**config.mk**
```make
export PLATFORM = sky130hd
export DESIGN_NAME = handle_pool_recycler_core
export DESIGN_NICKNAME = d
export VERILOG_FILES = /design/src/hw/rtl/hpr_pkg.sv /design/src/hw/rtl/hpr_ram.sv /design/src/hw/rtl/hpr_slot_track.sv /design/src/hw/rtl/handle_pool_recycler_core.sv
export SDC_FILE = /design/constraint.sdc
export NUM_CORES = 1
export LEC_CHECK = 0
export ABC_AREA = 1
export BUFFER_PORTS_ARGS = -buffer_cell sky130_fd_sc_hd__buf_4
export CORE_MARGIN = 10
export CORE_UTILIZATION = 40
export DETAILED_ROUTE_END_ITERATION = 10
export PLACE_DENSITY = 0.55
export SLEW_MARGIN = 20
export SYNTH_ARGS = -nofsm -noshare
export SYNTH_HDL_FRONTEND = slang
export SYNTH_SLANG_ARGS = --single-unit
```
**constraint.sdc**
```tcl
create_clock -name clk -period 3.38 [get_ports clk]
set_clock_uncertainty 0.2 [all_clocks]
set_input_delay 0.507 -clock clk [delete_from_list [all_inputs] [get_ports clk]]
set_output_delay 0.507 -clock clk [all_outputs]
set_load 0.01 [all_outputs]
```
**src/hw/rtl/hpr_pkg.sv**
```systemverilog
// Shared types, sizes and status codes for the handle pool recycler.
`timescale 1ns / 1ps

package hpr_pkg;

  // Pool geometry
  localparam int SLOTS       = 16;
  localparam int HANDLE_BITS = 16;

  // Derived widths
  localparam int IDX_W   = (SLOTS > 1) ? $clog2(SLOTS) : 1;
  localparam int HW_W    = $clog2(SLOTS + 1);
  localparam int STORE_W = (HANDLE_BITS < 16) ? HANDLE_BITS : 16;

  // Result status codes
  localparam logic [1:0] ST_TAKEN   = 2'd0;
  localparam logic [1:0] ST_MISS    = 2'd1;
  localparam logic [1:0] ST_STORED  = 2'd2;
  localparam logic [1:0] ST_DROPPED = 2'd3;

  // Request mode codes
  localparam logic MODE_ACQUIRE = 1'b0;
  localparam logic MODE_RELEASE = 1'b1;

  typedef struct packed {
    logic        mode;
    logic [15:0] handle_in;
  } in_req_t;

  typedef struct packed {
    logic [1:0]  status;
    logic [15:0] handle_out;
    logic [3:0]  slot_index;
  } out_rsp_t;

  // Slot decision for the current request
  typedef struct packed {
    logic [1:0]       status;
    logic [IDX_W-1:0] idx;
  } dec_t;

endpackage

```
**src/hw/rtl/hpr_ram.sv**
```systemverilog
// Generic single-port RAM with registered read data.
`timescale 1ns / 1ps

module hpr_ram #(
  parameter int WIDTH = 16,
  parameter int DEPTH = 16,
  parameter int AW    = (DEPTH > 1) ? $clog2(DEPTH) : 1
) (
  input  logic             clk,
  input  logic             we,
  input  logic             re,
  input  logic [AW-1:0]    addr,
  input  logic [WIDTH-1:0] wdata,
  output logic [WIDTH-1:0] rdata
);

  logic [WIDTH-1:0] mem [DEPTH];
  logic [WIDTH-1:0] rdata_r;

  // Write on we, capture read data on re
  always_ff @(posedge clk) begin
    if (we) begin
      mem[addr] <= wdata;
    end
    if (re) begin
      rdata_r <= mem[addr];
    end
  end

  assign rdata = rdata_r;

endmodule

```
**src/hw/rtl/hpr_slot_track.sv**
```systemverilog
// Slot occupancy flags, high-water count and the lowest-slot search.
`timescale 1ns / 1ps

module hpr_slot_track (
  input  logic          clk,
  input  logic          rst_n,
  input  logic          take,
  input  logic          mode,
  output hpr_pkg::dec_t dec
);
  import hpr_pkg::*;

  logic [SLOTS-1:0] full_r, full_nxt;
  logic [HW_W-1:0]  hw_r, hw_nxt;

  logic             full_hit;
  logic [IDX_W-1:0] full_idx;
  logic             empty_hit;
  logic [IDX_W-1:0] empty_idx;
  logic [HW_W+IDX_W-1:0] idx_ext;

  // Find lowest full and lowest empty slot (slots at or above the mark are empty)
  always_comb begin
    full_hit  = 1'b0;
    full_idx  = '0;
    empty_hit = 1'b0;
    empty_idx = '0;
    for (int i = SLOTS - 1; i >= 0; i--) begin
      if (full_r[i]) begin
        full_hit = 1'b1;
        full_idx = IDX_W'(i);
      end else begin
        empty_hit = 1'b1;
        empty_idx = IDX_W'(i);
      end
    end
  end

  // Decide the outcome of the current request
  always_comb begin
    dec = '0;
    if (mode == MODE_ACQUIRE) begin
      dec.status = full_hit ? ST_TAKEN : ST_MISS;
      dec.idx    = full_hit ? full_idx : '0;
    end else begin
      dec.status = empty_hit ? ST_STORED : ST_DROPPED;
      dec.idx    = empty_hit ? empty_idx : '0;
    end
  end

  assign idx_ext = {{HW_W{1'b0}}, dec.idx};

  // Update flags and grow the mark when a new slot comes into use
  always_comb begin
    full_nxt = full_r;
    hw_nxt   = hw_r;
    if (take) begin
      if (dec.status == ST_TAKEN) begin
        full_nxt[dec.idx] = 1'b0;
      end else if (dec.status == ST_STORED) begin
        full_nxt[dec.idx] = 1'b1;
        if (idx_ext == {{IDX_W{1'b0}}, hw_r}) begin
          hw_nxt = hw_r + HW_W'(1);
        end
      end
    end
  end

  always_ff @(posedge clk) begin
    if (!rst_n) begin
      full_r <= '0;
      hw_r   <= '0;
    end else begin
      full_r <= full_nxt;
      hw_r   <= hw_nxt;
    end
  end

endmodule

```
**src/hw/rtl/handle_pool_recycler_core.sv**
```systemverilog
// Top level of the handle pool recycler: request handshake, handle RAM, result register.
`timescale 1ns / 1ps

// Handle pool recycler. In the accept cycle the occupancy flags pick the
// lowest full (acquire) or lowest empty (release) slot and the handle RAM is
// read or written at that slot; the request then moves to the read state,
// where the registered RAM read data is loaded into the result register once
// that register is free. New requests are held off until the result is loaded,
// so no new request is taken while one is in the read state. A finished result
// may wait in the output register while the next request is accepted. Handles
// are kept in a RAM whose contents are undefined until written; a slot is only
// ever read while it is full, so no clearing pass is needed after reset.
module handle_pool_recycler_core (
  input  logic              clk,
  input  logic              rst_n,
  input  logic              in_valid,
  output logic              in_stall,
  input  hpr_pkg::in_req_t  in_data,
  output logic              out_valid,
  input  logic              out_stall,
  output hpr_pkg::out_rsp_t out_data
);
  import hpr_pkg::*;

  localparam logic S_IDLE = 1'b0;
  localparam logic S_READ = 1'b1;

  logic state_r, state_nxt;
  logic in_take;
  logic load;
  dec_t dec;
  dec_t pend_r;
  logic ram_we, ram_re;
  logic [STORE_W-1:0] ram_rdata;
  logic [STORE_W+15:0] hout_ext;
  logic [IDX_W+3:0]    idx_ext;
  logic     out_valid_r, out_valid_nxt;
  out_rsp_t out_r, out_nxt;

  assign in_stall = (state_r != S_IDLE);
  assign in_take  = in_valid && !in_stall;

  hpr_slot_track u_track (
    .clk   (clk),
    .rst_n (rst_n),
    .take  (in_take),
    .mode  (in_data.mode),
    .dec   (dec)
  );

  // Read on an acquire hit, write on a stored release
  assign ram_re = in_take && (dec.status == ST_TAKEN);
  assign ram_we = in_take && (dec.status == ST_STORED);

  hpr_ram #(
    .WIDTH (STORE_W),
    .DEPTH (SLOTS)
  ) u_ram (
    .clk   (clk),
    .we    (ram_we),
    .re    (ram_re),
    .addr  (dec.idx),
    .wdata (in_data.handle_in[STORE_W-1:0]),
    .rdata (ram_rdata)
  );

  // Hold the decision for the result cycle
  always_ff @(posedge clk) begin
    if (in_take) begin
      pend_r <= dec;
    end
  end

  // Load the result register once it is free
  assign load = (state_r == S_READ) && (!out_valid_r || !out_stall);

  assign hout_ext = {16'b0, ram_rdata};
  assign idx_ext  = {4'b0, pend_r.idx};

  always_comb begin
    out_nxt            = out_r;
    out_valid_nxt      = out_valid_r && out_stall;
    state_nxt          = state_r;
    if (in_take) begin
      state_nxt = S_READ;
    end
    if (load) begin
      out_nxt.status     = pend_r.status;
      out_nxt.handle_out = (pend_r.status == ST_TAKEN) ? hout_ext[15:0] : 16'd0;
      out_nxt.slot_index = idx_ext[3:0];
      out_valid_nxt      = 1'b1;
      state_nxt          = S_IDLE;
    end
  end

  always_ff @(posedge clk) begin
    if (!rst_n) begin
      state_r     <= S_IDLE;
      out_valid_r <= 1'b0;
    end else begin
      state_r     <= state_nxt;
      out_valid_r <= out_valid_nxt;
    end
  end

  always_ff @(posedge clk) begin
    out_r <= out_nxt;
  end

  assign out_valid = out_valid_r;
  assign out_data  = out_r;

endmodule
```
==> flow_results.org, run 1 <==
** Status
- Result of the run :: complete, no violations

** Placed design
- Post-detailed-placement half-perimeter wirelength :: about 19000 um
- Routability cong. :: 0.809
- Count of port buffers added during placement :: 44

** Critical path
- The endpoint identified for the worst register-to-register timing path is u_ram.mem[8][12].
- Endpoint kind of the worst setup timing path :: flip-flop
- At the worst endpoint, the arrival time is around 3.2 ns.
- For flop-to-flop paths, the worst setup slack is between 0.15 and 0.2 ns.
- Reg2Reg Depth :: 11
- Maximum fanout count along the critical path :: 16
- The critical path is of the reg2reg type.
- Startpoint Class :: flip-flop
- At the worst endpoint, the required time is 3.36 ns.

** Power and ir drop
- Maximum VDD drop :: 315 uV
- Static power due to leakage :: about 6.5 nW
- Areal power density over the cells :: 524 nW/um2

** Route
- # DRC :: 0
- Wirelength, routed :: 34700 um
- The routed layout has 9394 vias.
- The first routing iteration left 813 violations.
- Using the TritonRoute via totals, the vias-per-cell ratio works out to 5.02.
- In the final routed layout, each cell accounts on average for 18.6 um.
- In this run the remaining antenna-violating nets after routing total 0.
- The first detailed-routing pass took 6 iterations.

** Synthesis
- Counting every net in the synthesized netlist gives 1360.
- In this run the cell area of the synthesized design comes to 13700 um2.
- Count of distinct cell types in the synthesized netlist :: 31
- Flip-flop and latch count after synthesis :: 318
- Gate count of the mapped netlist :: ~1300
- Yosys printed 0 warnings.
- Dividing the synthesized area by the synthesized cell count gives 10.2 um2.
- The share of the Yosys chip area taken by registers is 0.683.

** Clock network
- Counting the buffers created by CTS gives 35.
- Buffers inserted to repair hold after CTS numbered 0.
- Clock Pin Slew Worst Setup and Hold Paths :: 0.06 ns
- TritonCTS built the clock tree.
- CTS built an H-tree with a depth of 2.
- The longest clock path from root to sink contains 3 buffers.
- Number of clock sinks :: 318
- Skew-Pair Late Insertion Delay :: 0.51 ns
- Clock tree synthesis selected as its root buffer the cell clkbuf_16.

** Die
- During I/O placement, the number of pins put on the boundary was 45.
- After floorplanning, the core was divided into 67 placement rows.
- Initial cell density of the core :: 0.407
- The floorplan step set the die height to 205 um.
- Area of the die :: 42100 um2
- Area of the core :: 33700 um2
- In this run the horizontal extent of the chip is 205 um.

** GRT
- Number of global-route vias before repair :: 8788
- Antenna violations before repair :: 2
- For this run, the total global-route usage over all layers was measured as 0.164.
- Entering global routing, the biggest net connects 129 pins.
- First-pass GRT wire length :: 53300 um
- Global-route congestion overflow total :: 0

** STA
- The final number of hold-violating endpoints came to 0.
- For the pin with the worst max-slew slack, the measured transition is 0.639 ns.
- Setup violations remaining at the end of the flow were counted as 0.
- Unrepaired setup endpoints after global routing :: no
- Worst hold slack :: 0.0273 ns
- Final worst-path cycle share :: 0.949
- Final count of pins violating max slew :: 0
- Final Critical Period :: 3.21 ns
- Worst slew slack as a fraction of its limit :: 0.574
- Based on the critical path, the design can be clocked at up to 312 MHz.
- Setup total negative slack on the finished layout was measured at 0 ns.

** Final layout
- Share of final-layout standard cells stronger than drive strength 1 :: 0.114
- Relative to the synthesized area, the layout overhead comes to 15.6%.
- Most used cells in the layout excluding fill and tap cells :: 618 x nand2_1, 300 x edfxtp_1, 167 x nand3_1
- In the final design database the tool counted 1419 nets.
- Leaving out fill and tap cells, the most frequent cell in the layout is nand2_1.

** Min path
- For hold timing, the worst endpoint is pend_r[5].
- Hold WC Path Type :: in2reg
- In this run the most critical hold path is launched from in_data[16].
- Counting instances, the worst hold path has a depth of 1.

** Flow run
- Max Cap Viol :: 0
## state kept, by name (all words and copies together) (netlist names), named ones only
| register | cells |
|---|---|
| idx_ext | 4 |
| u_ram.rdata | 16 |
| out_data | 22 |
| pend_r | 2 |
| in_stall | 1 |
| out_valid | 1 |
| u_ram.mem | 256 |
## through the flow
step	util	cells	instance area [um2]	worst slack (ns)	total power [mW]
detailed placement	0.436	1805	14700	0.0122	4.83
floorplan	-	1339	13700	0.714	4.67
global route	0.470	1870	15900	0.0102	8.59
finish	0.471	1871	15900	0.172	8.31
CTS	0.468	1867	15800	0.0180	8.39
global placement	0.436	1805	14700	0.103	4.82
## per-layer routing
| layer | GRT usage | vias up | part of all wire |
|---|---|---|---|
| li1 | - | 4544 | - |
| met4 | 0.0494 | 2 | 0.025 |
| met1 | 0.226 | 4484 | 0.44 |
| met5 | 0 | - | 0.00037 |
| met3 | 0.0281 | 61 | 0.067 |
| met2 | 0.261 | 303 | 0.46 |
## power breakdown
part / total (mW) / internal [mW] / switching (mW)
clock: 3.57 / 2.07 / 1.49
sequential: 4.37 / 4.36 / 0.0133
combinational: 0.371 / 0.117 / 0.254
## repair_timing
| item | CTS | global route |
|---|---|---|
| setup endpoints to repair | 27 | 255 |
| gates cloned | 1 | 0 |
| gates resized for setup | 0 | 6 |
| pin swaps | 1 | 1 |
| setup buffers | 0 | 3 |
## Yosys cell counts
cell,count,area (um2)
nor2_1,25,93.8
inv_2,7,26.3
o21ai_1,1,5.00
clkinv_1,1,3.75
nand2_1,620,2330
buf_4,11,82.6
clkbuf_1,15,56.3
and2_1,1,6.26
or2_2,1,6.26
nor4_2,1,12.5
nand3_1,167,836
inv_1,85,319
buf_2,30,150
edfxtp_1,300,9010
o22ai_2,1,12.5
nor2_8,1,20.0
buf_1,1,3.75
o21ai_2,3,26.3
nand4_1,2,12.5
nor2_4,2,22.5
o21ai_0,2,10.0
o311ai_1,1,8.76
dfxtp_1,18,360
nand2_2,1,6.26
nor4_1,2,12.5
a211oi_1,1,7.51
nor3_1,5,25.0
a21oi_1,18,90.1
buf_6,12,135
a31oi_1,1,6.26
nor2_2,3,18.8
## final cells by class
| cell class | instances | area, um2 |
|---|---|---|
| antenna | 1 | 2.50 |
| clock buffer | 44 | 952 |
| clock inverter | 17 | 118 |
| fill | 3154 | 17800 |
| inverter | 93 | 349 |
| multi-input combinational | 860 | 3620 |
| sequential | 318 | 9370 |
| tap | 448 | 561 |
| timing repair buffer | 90 | 886 |
## worst max-delay path by stage
stage	start	to	slack (ns)	cells after the start
after floorplan	flip-flop	u_ram.mem[0][0]	0.71	11
after global placement	flip-flop	u_ram.rdata[14]	0.10	14
after detailed placement	flip-flop	u_ram.mem[11][4]	0.01	12
after CTS	flip-flop	u_ram.mem[11][12]	0.02	12
after global routing	flip-flop	u_ram.mem[8][12]	0.01	11
final	flip-flop	u_ram.mem[8][12]	0.17	11
## worst max-delay path: stages (launching register included)
cell and delay [ns]:
dfxtp_1 0.37, nor4_1 0.46, nand2_1 0.17, o21ai_2 0.29, nor3_1 0.08, nand2_1 0.22
o21ai_4 0.19, buf_12 0.17, nor2_8 0.15, nand3_1 0.16, inv_1 0.10, buf_4 0.30
## cell families (layout without fill, tap and decap cells)
| group | count (synthesis) | in the layout | synth area share |
|---|---|---|---|
| DFF | 318 | 318 | 0.683 |
| other | 0 | 1 | 0 |
| AOI/OAI and AO/OA | 28 | 29 | 0.0121 |
| buffers and inverters | 162 | 244 | 0.0567 |
| and+or+nand+nor | 831 | 831 | 0.248 |
Power figures use the tool's default switching activity.
==> run 2, diff against run 1 <==
CELL_PAD_IN_SITES_DETAIL_PLACEMENT = 0   (was not set)
CELL_PAD_IN_SITES_GLOBAL_PLACEMENT = 2   (was not set)
PLACE_DENSITY = 0.78   (was 0.55)
==> run 2 against run 1 <==
  * Worst hold slack improved by 0.033 ns
  * Cell count about the same
  * Clock power rose by 8.1%
  * Global-route usage up 0.53 points
  * Setup slack better by 0.063 ns
  * Critical path depth up 1
  * Final area increased by 0.21%
  * Clock-buffer cell count fell by 1
  * Highest routed layer unchanged
==> flow_results.org, run 2 (synthesis gave the netlist of run 1 again) <==
** Die
- Num rows :: 67
- From left edge to right edge, the die measures 205 um.
- Area of the core :: between 30000 and 40000 um2
- Top-level port count :: 45
- Initial cell density of the core :: 0.407
- The floorplan step defined a die boundary enclosing between 40000 and 50000 um2.
- Measured along the y axis, the die boundary spans 205 um.

** Min path
- Worst min-delay path startpoint :: out_stall
- Hold WC Path Type :: in2reg

** Placed design
- Setup slack at placement :: 0.170 ns
- Buffers placed on the I/O ports in this run total 44.
- Routability cong. :: 0.809
- Post-detailed-placement half-perimeter wirelength :: 20500 um

** Clock network
- Clock-pin slew was measured on the worst setup and hold paths at 0.06 ns.
- Root buffer cell :: clkbuf_16
- TritonCTS built the clock tree.
- Maximum level of the CTS H-tree :: 2
- CTS saw approximately 320 sinks.
- CTS Buf Count :: 37
- The longest clock path from root to sink contains 3 buffers.
- The clock reaches the later pin of the worst-skew pair after 0.53 ns.
- # Post-CTS Setup Buffers :: 0

** STA
- FMAX :: ~320 MHz
- Worst slew slack as a fraction of its limit :: 0.529
- Transition at the pin with the smallest max-transition slack :: slightly above 0.7 ns
- In the finished design, the share of the clock period the worst path needs comes to 0.931.
- Final worst slack :: 0.234 ns
- Unrepaired setup endpoints after global routing :: no
- Final Critical Period :: 3.15 ns
- The final number of hold-violating endpoints was 0.
- Final number of setup-violating endpoints :: 0
- Final count of pins violating max slew :: 0
- Setup total negative slack on the finished layout was measured at 0 ns.

** Route
- DRT iter0 DRCs :: 644
- Final routed wire length divided by cell count :: 19.2 um
- For this run, design rule violations remaining after detail routing come to 0.
- Wirelength, routed :: 35900 um
- Dividing the detail-routed via count by the number of cells gives 4.92.
- The detailed router placed 9204 vias in this run.
- Antenna-violating nets left :: 0
- Number of detailed-route iterations in the first pass :: 5

** Status
- Result of the run :: complete, no violations

** GRT
- Largest net degree at the start of global routing :: 129
- First-pass GRT wire length :: about 54000 um
- Antenna violations before repair :: 2
- Total routing resource utilization after global routing :: 0.169
- Number of global-route vias before repair :: 8859
- The total overflow left after global routing is 0.

** Power and ir drop
- The share of total power dissipated in sequential elements is 0.508.
- Cell internal power was estimated by the tool at 6.78 mW.
- Clock network fraction of design power :: 0.449
- Summed over all nets, the switching power comes to 1.82 mW.
- Areal power density over the cells :: roughly 540 nW/um2
- Of the total power, the share spent switching nets is 0.212.
- The share of total power dissipated in combinational logic is 0.043.
- Across the VDD grid, the largest voltage drop is roughly 400 uV.
- Static power due to leakage :: 6.51 nW

** Critical path
- Reg-to-reg setup timing slack :: 0.23 ns
- Signal arrival time at the worst endpoint :: around 3.2 ns
- The worst register-to-register path ends at u_ram.mem[12][3].
- STA classifies the critical path startpoint as a flip-flop.
- Reg2Reg Depth :: 12
- The setup path with the least slack is of type reg2reg.
- In this run the worst setup path terminates at u_ram.mem[12][3].
- Required time at the endpoint of the critical path :: 3.40 ns
- The worst setup path is captured at a flip-flop.
- Of all nets on the critical path, the largest fanout is 9.

** Final layout
- The final layout contains 1417 nets.
- Area growth, synth to finish :: 15.9%
- The register with the most flip-flops in the layout has 256 of them.
- Largest register by flop count :: u_ram.mem
- Most used cells in the layout excluding fill and tap cells :: 618 x nand2_1, 300 x edfxtp_1, 167 x nand3_1
- Share of final-layout standard cells stronger than drive strength 1 :: 0.119
- Leaving out fill and tap cells, the most frequent cell in the layout is nand2_1.

** Flow run
- Max Cap Viol :: 0
run 2: cell types whose count changed in the layout (fill, tap and decap cells not counted), sizes merged:
cell         delta
buf             -5
bufinv          +2
clkinv          +7
clkinvlp        -2
dlygate4sd3     +1
inv             -1
o21ai           -1
run 2: final cells by class:
class | count | area (um2)
inverters | 93 | 349
repair buffers | 87 | 805
flip-flops and latches | 318 | 9370
diodes | 1 | 2.50
fillers | 3164 | 17800
clock inverters | 23 | 201
clock buffers | 43 | 980
well taps | 448 | 561
multi-input cells | 859 | 3620
run 2: per-layer routing:
metal / part of all wire / wire length [um] / track usage / vias to the layer above
li1: - / - / - / 4543
met1: 0.47 / 16900 / 0.236 / 4412
met2: 0.45 / 16300 / 0.263 / 196
met3: 0.055 / 1990 / 0.0371 / 51
met4: 0.019 / 694 / 0.0425 / 2
met5: 0.00036 / 13 / 0 / -
run 2: how the worst min path moves through the flow:
| stage | slack (ns) | depth (start not counted) | to |
|---|---|---|---|
| finish | 0.06 | 3 | out_valid |
| global route | 0.06 | 3 | out_valid |
| CTS | 0.05 | 3 | out_valid |
| detailed placement | 0.21 | 0 | out_data[2] |
| global placement | 0.20 | 0 | out_data[2] |
| floorplan | 0.20 | 0 | out_data[0] |
run 2: worst max-delay path, cell delays in order (launching register included):
cell     delay (ns)
dfxtp_1        0.47
inv_2          0.08
nor4_2         0.31
inv_1          0.06
o21ai_0        0.15
nand2_1        0.08
o22ai_2        0.22
inv_1          0.12
nor2_2         0.27
buf_4          0.23
nand3_1        0.19
inv_1          0.20
buf_4          0.25
run 2: what timing repair did:
| item | in CTS | in global routing |
|---|---|---|
| hold buffers | 1 | 0 |
| hold endpoints to repair | 1 | 0 |
| resized for setup | 0 | 6 |
| setup endpoints to repair | 0 | 23 |
run 2: power by group through the flow:
stage          logic, mW  clock network (mW)  registers, mW
3_3_place_gp       0.370                   0           4.45
6_report           0.374                3.86           4.37
5_1_grt            0.424                4.14           4.37
3_5_place_dp       0.371                   0           4.45
2_1_floorplan      0.204                   0           4.46
4_1_cts            0.373                3.96           4.37
run 2: per-stage QoR:
step	util	hold WS [ns]	cells	total power, mW	area, um2
floorplan	-	0.200	1339	4.67	13700
global placement	0.434	0.204	1803	4.82	14600
detailed placement	0.434	0.205	1803	4.82	14600
CTS	0.470	0.0451	1870	8.70	15800
global route	0.472	0.0649	1872	8.93	15900
finish	0.472	0.0602	1872	8.61	15900
